File: src/pls_pkg.sv
`timescale 1ns / 1ps

package pls_pkg;

   localparam int VALUE_W = 32;
   localparam int POS_W   = 5;
   localparam int COUNT_W = 5;

   localparam logic [1:0] OP_INSERT = 2'd0;
   localparam logic [1:0] OP_DELETE = 2'd1;
   localparam logic [1:0] OP_READ   = 2'd2;

   localparam logic [1:0] STAT_DONE  = 2'd0;
   localparam logic [1:0] STAT_RANGE = 2'd1;
   localparam logic [1:0] STAT_FULL  = 2'd2;

   typedef enum logic [2:0] {
      ST_IDLE,
      ST_SHIFT,
      ST_PUT,
      ST_READ,
      ST_RESP
   } state_type;

   // one result as it leaves the sequencer
   typedef struct packed {
      logic [COUNT_W-1:0] item_count;
      logic [1:0]         status;
      logic [VALUE_W-1:0] read_value;
   } res_type;

endpackage

File: src/pls_mem.sv
`timescale 1ns / 1ps

module pls_mem #(
   parameter int DEPTH  = 16,
   parameter int ADDR_W = 4,
   parameter int DATA_W = 32
) (
   input  logic              clock,
   input  logic              wr_en,
   input  logic [ADDR_W-1:0] wr_addr,
   input  logic [DATA_W-1:0] wr_data,
   input  logic              rd_en,
   input  logic [ADDR_W-1:0] rd_addr,
   output logic [DATA_W-1:0] rd_data
);

   logic [DATA_W-1:0] mem [DEPTH];
   logic [DATA_W-1:0] rd_data_ff;

   always_ff @(posedge clock) begin
      if (wr_en) begin
         mem[wr_addr] <= wr_data;
      end
   end

   always_ff @(posedge clock) begin
      if (rd_en) begin
         rd_data_ff <= mem[rd_addr];
      end
   end

   assign rd_data = rd_data_ff;

endmodule

File: src/pls_ctrl.sv
`timescale 1ns / 1ps

module pls_ctrl #(
   parameter int CAPACITY = 16
) (
   input  logic                   clock,
   input  logic                   reset,
   input  logic                   req_valid,
   output logic                   req_ready,
   input  logic [1:0]             req_operation,
   input  logic [4:0]             req_position,
   input  logic [31:0]            req_value,
   output logic                   res_valid,
   input  logic                   res_ready,
   output pls_pkg::res_type       res
);
   import pls_pkg::*;

   localparam int IDX_W = $clog2(CAPACITY);
   localparam int CNT_W = $clog2(CAPACITY + 1);
   localparam int CMP_W = (CNT_W > POS_W) ? CNT_W : POS_W;

   state_type          state_ff, state_in;
   logic [CNT_W-1:0]   length_ff, length_in;
   logic [IDX_W-1:0]   rd_ptr_ff, rd_ptr_in;
   logic [IDX_W-1:0]   last_ptr_ff, last_ptr_in;
   logic [IDX_W-1:0]   wr_addr_ff, wr_addr_in;
   logic               rd_more_ff, rd_more_in;
   logic               rd_act_ff, rd_act_in;
   logic               ins_ff, ins_in;
   logic [IDX_W-1:0]   put_addr_ff, put_addr_in;
   logic [VALUE_W-1:0] put_val_ff, put_val_in;
   res_type            res_ff, res_in;

   logic               mem_we;
   logic [IDX_W-1:0]   mem_waddr;
   logic [VALUE_W-1:0] mem_wdata;
   logic               mem_re;
   logic [IDX_W-1:0]   mem_raddr;
   logic [VALUE_W-1:0] mem_rdata;

   logic [CMP_W-1:0]   pos_c, len_c, cap_c;
   logic [CNT_W-1:0]   len_inc, len_dec;

   assign pos_c   = CMP_W'(req_position);
   assign len_c   = CMP_W'(length_ff);
   assign cap_c   = CMP_W'(CAPACITY);
   assign len_inc = length_ff + CNT_W'(1);
   assign len_dec = length_ff - CNT_W'(1);

   pls_mem #(
      .DEPTH  (CAPACITY),
      .ADDR_W (IDX_W),
      .DATA_W (VALUE_W)
   ) u_mem (
      .clock   (clock),
      .wr_en   (mem_we),
      .wr_addr (mem_waddr),
      .wr_data (mem_wdata),
      .rd_en   (mem_re),
      .rd_addr (mem_raddr),
      .rd_data (mem_rdata)
   );

   always_ff @(posedge clock) begin
      if (reset) begin
         state_ff  <= ST_IDLE;
         length_ff <= '0;
         rd_act_ff <= 1'b0;
      end else begin
         state_ff  <= state_in;
         length_ff <= length_in;
         rd_act_ff <= rd_act_in;
      end
   end

   always_ff @(posedge clock) begin
      rd_ptr_ff   <= rd_ptr_in;
      last_ptr_ff <= last_ptr_in;
      wr_addr_ff  <= wr_addr_in;
      rd_more_ff  <= rd_more_in;
      ins_ff      <= ins_in;
      put_addr_ff <= put_addr_in;
      put_val_ff  <= put_val_in;
      res_ff      <= res_in;
   end

   always_comb begin
      state_in    = state_ff;
      length_in   = length_ff;
      rd_ptr_in   = rd_ptr_ff;
      last_ptr_in = last_ptr_ff;
      wr_addr_in  = wr_addr_ff;
      rd_more_in  = rd_more_ff;
      rd_act_in   = 1'b0;
      ins_in      = ins_ff;
      put_addr_in = put_addr_ff;
      put_val_in  = put_val_ff;
      res_in      = res_ff;
      mem_we      = 1'b0;
      mem_waddr   = wr_addr_ff;
      mem_wdata   = mem_rdata;
      mem_re      = 1'b0;
      mem_raddr   = rd_ptr_ff;
      req_ready   = 1'b0;
      res_valid   = 1'b0;

      case (state_ff)
         ST_IDLE: begin
            req_ready = !reset;
            if (req_valid && !reset) begin
               res_in.read_value = '0;
               res_in.status     = STAT_RANGE;
               res_in.item_count = COUNT_W'(length_ff);
               put_addr_in       = IDX_W'(pos_c);
               put_val_in        = req_value;
               state_in          = ST_RESP;
               case (req_operation)
                  OP_INSERT: begin
                     if (pos_c > len_c) begin
                        res_in.status = STAT_RANGE;
                     end else if (len_c >= cap_c) begin
                        res_in.status = STAT_FULL;
                     end else begin
                        res_in.status     = STAT_DONE;
                        res_in.item_count = COUNT_W'(len_inc);
                        length_in         = len_inc;
                        if (pos_c == len_c) begin
                           state_in = ST_PUT;
                        end else begin
                           // move the tail up, top entry first
                           rd_ptr_in   = IDX_W'(len_dec);
                           last_ptr_in = IDX_W'(pos_c);
                           rd_more_in  = 1'b1;
                           ins_in      = 1'b1;
                           state_in    = ST_SHIFT;
                        end
                     end
                  end
                  OP_DELETE: begin
                     if (pos_c < len_c) begin
                        res_in.status     = STAT_DONE;
                        res_in.item_count = COUNT_W'(len_dec);
                        length_in         = len_dec;
                        if (pos_c + CMP_W'(1) != len_c) begin
                           // move the tail down, lowest entry first
                           rd_ptr_in   = IDX_W'(pos_c + CMP_W'(1));
                           last_ptr_in = IDX_W'(len_dec);
                           rd_more_in  = 1'b1;
                           ins_in      = 1'b0;
                           state_in    = ST_SHIFT;
                        end
                     end
                  end
                  OP_READ: begin
                     if (pos_c < len_c) begin
                        res_in.status = STAT_DONE;
                        mem_re        = 1'b1;
                        mem_raddr     = IDX_W'(pos_c);
                        state_in      = ST_READ;
                     end
                  end
                  default: begin
                     res_in.status = STAT_RANGE;
                  end
               endcase
            end
         end
         ST_SHIFT: begin
            // read one entry ahead, write the one fetched last cycle
            if (rd_more_ff) begin
               mem_re     = 1'b1;
               mem_raddr  = rd_ptr_ff;
               rd_act_in  = 1'b1;
               wr_addr_in = ins_ff ? rd_ptr_ff + IDX_W'(1) : rd_ptr_ff - IDX_W'(1);
               if (rd_ptr_ff == last_ptr_ff) begin
                  rd_more_in = 1'b0;
               end else begin
                  rd_ptr_in = ins_ff ? rd_ptr_ff - IDX_W'(1) : rd_ptr_ff + IDX_W'(1);
               end
            end
            if (rd_act_ff) begin
               mem_we    = 1'b1;
               mem_waddr = wr_addr_ff;
               mem_wdata = mem_rdata;
               if (!rd_more_ff) begin
                  state_in = ins_ff ? ST_PUT : ST_RESP;
               end
            end
         end
         ST_PUT: begin
            mem_we    = 1'b1;
            mem_waddr = put_addr_ff;
            mem_wdata = put_val_ff;
            state_in  = ST_RESP;
         end
         ST_READ: begin
            res_in.read_value = mem_rdata;
            state_in          = ST_RESP;
         end
         ST_RESP: begin
            res_valid = 1'b1;
            if (res_ready) begin
               state_in = ST_IDLE;
            end
         end
         default: begin
            state_in = ST_IDLE;
         end
      endcase
   end

   assign res = res_ff;

endmodule

File: src/positional_list_store.sv
`timescale 1ns / 1ps

// Ordered list of up to CAPACITY signed 32-bit values held in a simple
// dual-port synchronous RAM with a length counter. Requests insert at, delete at or
// read a position; each gives one result with the read value, a status and
// the count after the request. One request is handled at a time. An insert
// moves the entries at and above its position up one place, top entry first,
// then writes the new value; a delete moves the entries above its position
// down one place. The RAM moves one entry per cycle while the tail is
// shifted. The result register lets the next request be taken while a result
// still waits on rsp_tready.

module positional_list_store #(
   parameter int CAPACITY = 16
) (
   input  logic        clock,
   input  logic        reset,
   input  logic        req_tvalid,
   output logic        req_tready,
   // operation[1:0], position[6:2], value[38:7], zero fill [39]
   input  logic [39:0] req_tdata,
   output logic        rsp_tvalid,
   input  logic        rsp_tready,
   // read_value[31:0], status[33:32], item_count[38:34], zero fill [39]
   output logic [39:0] rsp_tdata
);
   import pls_pkg::*;

   logic    res_valid;
   logic    res_ready;
   res_type res;

   logic    rsp_valid_ff, rsp_valid_in;
   res_type rsp_data_ff, rsp_data_in;

   pls_ctrl #(
      .CAPACITY (CAPACITY)
   ) u_ctrl (
      .clock         (clock),
      .reset         (reset),
      .req_valid     (req_tvalid),
      .req_ready     (req_tready),
      .req_operation (req_tdata[1:0]),
      .req_position  (req_tdata[6:2]),
      .req_value     (req_tdata[38:7]),
      .res_valid     (res_valid),
      .res_ready     (res_ready),
      .res           (res)
   );

   assign res_ready = !rsp_valid_ff || rsp_tready;

   always_comb begin
      rsp_valid_in = rsp_valid_ff;
      rsp_data_in  = rsp_data_ff;
      if (res_ready) begin
         rsp_valid_in = res_valid;
         if (res_valid) begin
            rsp_data_in = res;
         end
      end
   end

   always_ff @(posedge clock) begin
      if (reset) begin
         rsp_valid_ff <= 1'b0;
      end else begin
         rsp_valid_ff <= rsp_valid_in;
      end
   end

   always_ff @(posedge clock) begin
      rsp_data_ff <= rsp_data_in;
   end

   assign rsp_tvalid = rsp_valid_ff;
   assign rsp_tdata  = {1'b0, rsp_data_ff};

endmodule

File: config.mk
export PLATFORM = sky130hd
export DESIGN_NAME = positional_list_store
export DESIGN_NICKNAME = d
export VERILOG_FILES = /design/src/pls_pkg.sv /design/src/pls_mem.sv /design/src/pls_ctrl.sv /design/src/positional_list_store.sv
export SDC_FILE = /design/constraint.sdc
export NUM_CORES = 1
export LEC_CHECK = 0
export ABC_AREA = 1
export BUFFER_PORTS_ARGS = -buffer_cell sky130_fd_sc_hd__buf_2
export CAP_MARGIN = 20
export CORE_AREA = 2 2 174 347
export CTS_CLUSTER_SIZE = 14
export DETAILED_ROUTE_END_ITERATION = 7
export DIE_AREA = 0 0 176 349
export PLACE_DENSITY = 0.71
export SKIP_LAST_GASP = 1
export SLEW_MARGIN = 30
export SYNTH_ARGS = -nofsm -noshare
export SYNTH_HDL_FRONTEND = slang
export SYNTH_HIERARCHICAL = 1
export SYNTH_SLANG_ARGS = --single-unit
File: constraint.sdc
create_clock -name clock -period 4.9 [get_ports clock]
set_input_delay 1.47 -clock clock [delete_from_list [all_inputs] [get_ports clock]]
set_output_delay 1.47 -clock clock [all_outputs]
set_load 0.05 [all_outputs]
==> summary.md <==
| Metric | Value |
|---|---|
| Vias per cell | `about 5.4` |
| Row count | `~130` |
| Fin crit period | `approximately 4 ns` |
| Final antenna-violating net count | `0` |
| Hold buffers post-CTS | `0` |
| GP Congestion | `between 0.8 and 0.9` |
| Final Hold Vio Count | `0` |
| Initial Utilization | `about 50%` |
| CTS H-tree lvls | `2` |
| Core area | `around 60000 um^2` |
| Register area share after synthesis | `between 60 and 70%` |
| Final Skew | `between 0.02 and 0.03 ns` |
| Critical Path Sink Type | `flop` |
| Met1 Wirelength | `approximately 25 mm` |
| Wire per inst | `between 20 and 25 um` |
| Commonest non-fill, non-tap cell in the layout | `nand2_1` |
| Unique cell type count in the Yosys netlist | `42` |
| Cts repair resizes | `0` |
| Synth Register Bits | `between 600 and 700` |
| Vias | `about 19000` |
| Crit-path most repeated cell | `nand2_1` |
| DP HPWL | `between 40 and 50 mm` |
| Final Cycle Share | `about 83%` |
| Clock Pin Slew Worst Setup and Hold Paths | `approximately 0.060 ns` |
| Launching point of the worst reg2reg path | `u_ctrl/len_c[3]` |
| First-pass GRT wire length | `about 110 mm` |
| Post-Route Setup TNS | `0 ns` |
| Met3 wire len | `between 4 and 5 mm` |
| EDFF count, synth | `between 600 and 700` |
| CP max stage delay | `just under 0.4 ns` |
| Number of diodes | `0` |
| DRC violations left | `0` |
| Post-CTS Repair Setup Buffers | `0` |
| R2r endpoint | `u_ctrl/u_mem/rd_data[12]` |
| Max-Cap Viols | `0` |
| Synth Warn # | `6` |
| Synth Net Count | `between 2000 and 3000` |
| Power per cell area | `374 nW/um^2` |
| Worst path slowest cell | `inv_6` |
| TritonCTS clock tree | `yes` |
| Pin count of the biggest net entering global routing | `approximately 140` |
| R2R depth | `17` |
| Grt ovf | `0` |
| Unrepaired setup endpoints after global routing | `false` |
| Post-synth top area share | `between 60% and 70%` |
| # placed instances | `about 3500` |
| Ys async rst share | `0%` |
| CTS Root Cell | `clkbuf_16` |
| CP startpoint kind | `input pin` |
| Wire length on met2 | `approximately 37 mm` |
| Global Route Usage Sum | `between 20% and 30%` |
| Worst-Margin Slew | `a little under 1 ns` |
| Worst endpoint data arrival time | `about 4.5 ns` |
| Starting DRC count in detailed routing | `~1500` |
| DIE AREA | `between 60000 and 70000 um^2` |
| Share of cells above drive strength 1 | `approximately a tenth` |
| Fmax | `245 MHz` |
| Crit-path cells | `buf_2 > ha_1 > nand2_1 > nand2_1 > nand2_1 > nand3_4 > inv_2 > nand3_2 > nand2_1 > o21ai_4 > inv_6 > buf_4 > nand2_1 > nand3_1 > nand3_1 > nand3_1 > nand2_1` |
| Worst-path fanout max | `between 40 and 50` |
| Final instance area | `about 32000 um^2` |
| Largest area contributor in the netlist | `edfxtp_1` |
| Synth area leaders | `edfxtp_1, nand2_1, nand3_1` |
| Post-Syn Area | `a little under 30000 um^2` |
| Count of pins over their slew limit | `0` |
| DP Area | `slightly above 30000 um^2` |
| Peak VDD IR | `300 uV` |
| Hold Path End | `rsp_tdata[12]` |
| Req. time, crit path | `around 5.3 ns` |
| Tightest Hold Check Type | `flop to flop` |
| Hold path depth | `0` |
| Post-Syn Instances | `roughly 2700` |
| Input/output buffers | `83` |
| Number of I/O pins | `86` |
| Vias in the first global route | `between 15000 and 20000` |
| Number of setup violations in the final report | `0` |
| Most frequent cells in the layout | `nand2_1, edfxtp_1, inv_1` |
| Post-layout util | `approximately 55%` |
| Avg Synthesized Cell Area | `about 11 um^2` |
| Min-delay src | `u_ctrl/res[12]` |
| Aggregate routed wire length | `around 70 mm` |
| Reg-to-reg slack, setup | `roughly 1.1 ns` |
| Status | `finished, final reports clean` |
| Initial antenna violation count | `0` |
| Bufs on Longest Clock Path | `3` |
| Non-Filler Instances | `3544` |
| Kind of critical path | `input pin to flop` |
| Max layer used | `met4` |
| Clock Sinks | `between 600 and 700` |
| Leakage | `between 10 and 15 nW` |
| CTS Buf Count | `59` |
| TritonRoute pass-1 iters | `6` |
| Die Width | `176 um` |
| Nets | `roughly 2800` |
| Die Height | `about 350 um` |
| Ys flop type | `edfxtp_1` |
| Layout area overhead | `11.1%` |
| Slew margin rel. | `a little over a third` |
| Clk_lat worst skew | `~0.63 ns` |
[sequential cells by signal (all words and copies together), names as in the netlist, 3 cells and up]
register	count
rsp_tdata	39
u_ctrl/last_ptr_ff	4
u_ctrl/len_c	5
u_ctrl/put_addr_ff	4
u_ctrl/put_val_ff	32
u_ctrl/rd_ptr_ff	4
u_ctrl/res	39
u_ctrl/state_ff	3
u_ctrl/u_mem/mem	512
u_ctrl/u_mem/rd_data	32
u_ctrl/wr_addr_ff	4
[worst max path at each step]
| stage | startpoint | end | slack [ns] | depth (start not counted) |
|---|---|---|---|---|
| 2_1_floorplan | rsp_tready | rsp_tdata[0] | 1.05 | 2 |
| 3_3_place_gp | req_tdata[4] | u_ctrl/u_mem/rd_data[1] | 0.31 | 17 |
| 3_5_place_dp | req_tdata[4] | u_ctrl/u_mem/rd_data[12] | 0.26 | 17 |
| 4_1_cts | req_tdata[4] | u_ctrl/u_mem/rd_data[12] | 0.91 | 17 |
| 5_1_grt | req_tdata[4] | u_ctrl/u_mem/rd_data[12] | 0.64 | 17 |
| 6_report | req_tdata[4] | u_ctrl/u_mem/rd_data[12] | 0.82 | 17 |
[metal layers]
metal / GRT usage (%) / vias to the layer above
met5: 0 / -
met4: 13.4 / 0
met3: 2.59 / 228
met2: 42.5 / 865
met1: 26.3 / 9316
li1: - / 8857
[kinds of logic (layout without fill, tap and decap cells)]
logic type                 after synthesis  count (layout)  synth area share [%]
AOI/OAI and AO/OA                       88              88                  1.71
xor gates and xnor gates                13              13                 0.390
adders and majority gates               10              10                 0.429
buffers and inverters                  593             694                  8.75
DFF                                    682             682                  69.8
muxes                                    4               4                 0.154
other                                    1               1                0.0128
and+or+nand+nor                       1284            1284                  18.7
[report_power, final]
part           switching, W  total [W]  internal, W
Combinational      0.000875    0.00119     0.000311
Clock               0.00200    0.00433      0.00232
Sequential        0.0000411    0.00662      0.00658
Total               0.00292     0.0121      0.00922
[critical path: cells and delay by family]
family                   cells  cell delay, ns
adder cells (fa/ha/maj)      1            0.32
buffers and inverters        4            1.09
AND/OR/NAND/NOR             11            1.42
AO/OA/AOI/OAI                1            0.12
[Yosys cell counts (6+ instances only)]
master / n
a21oi_1: 40
buf_1: 15
buf_2: 49
buf_4: 7
buf_6: 29
clkbuf_1: 21
dfxtp_1: 10
edfxtp_1: 672
ha_1: 10
inv_1: 460
inv_2: 8
nand2_1: 747
nand2_2: 6
nand3_1: 407
nor2_1: 103
o21ai_0: 16
o21ai_1: 10
xnor2_1: 6
xor2_1: 7
[area by class of cell]
| cell class | instances | area, um^2 |
|---|---|---|
| fill | 4766 | 26400 |
| sequential | 682 | 20400 |
| multi-input combinational | 1400 | 6560 |
| inverter | 471 | 1780 |
| clock buffer | 72 | 1550 |
| timing repair buffer | 130 | 1040 |
| tap | 768 | 961 |
| clock inverter | 21 | 175 |
[through the flow]
step                setup slack (ns)  total power [W]  hold slack (ns)
detailed placement             0.265          0.00792            0.405
global placement               0.314          0.00788            0.402
finish                         0.821           0.0121            0.406
CTS                            0.910           0.0122            0.404
floorplan                       1.05          0.00758            0.400
global route                   0.644           0.0125            0.418
Power figures use the tool's default switching activity.
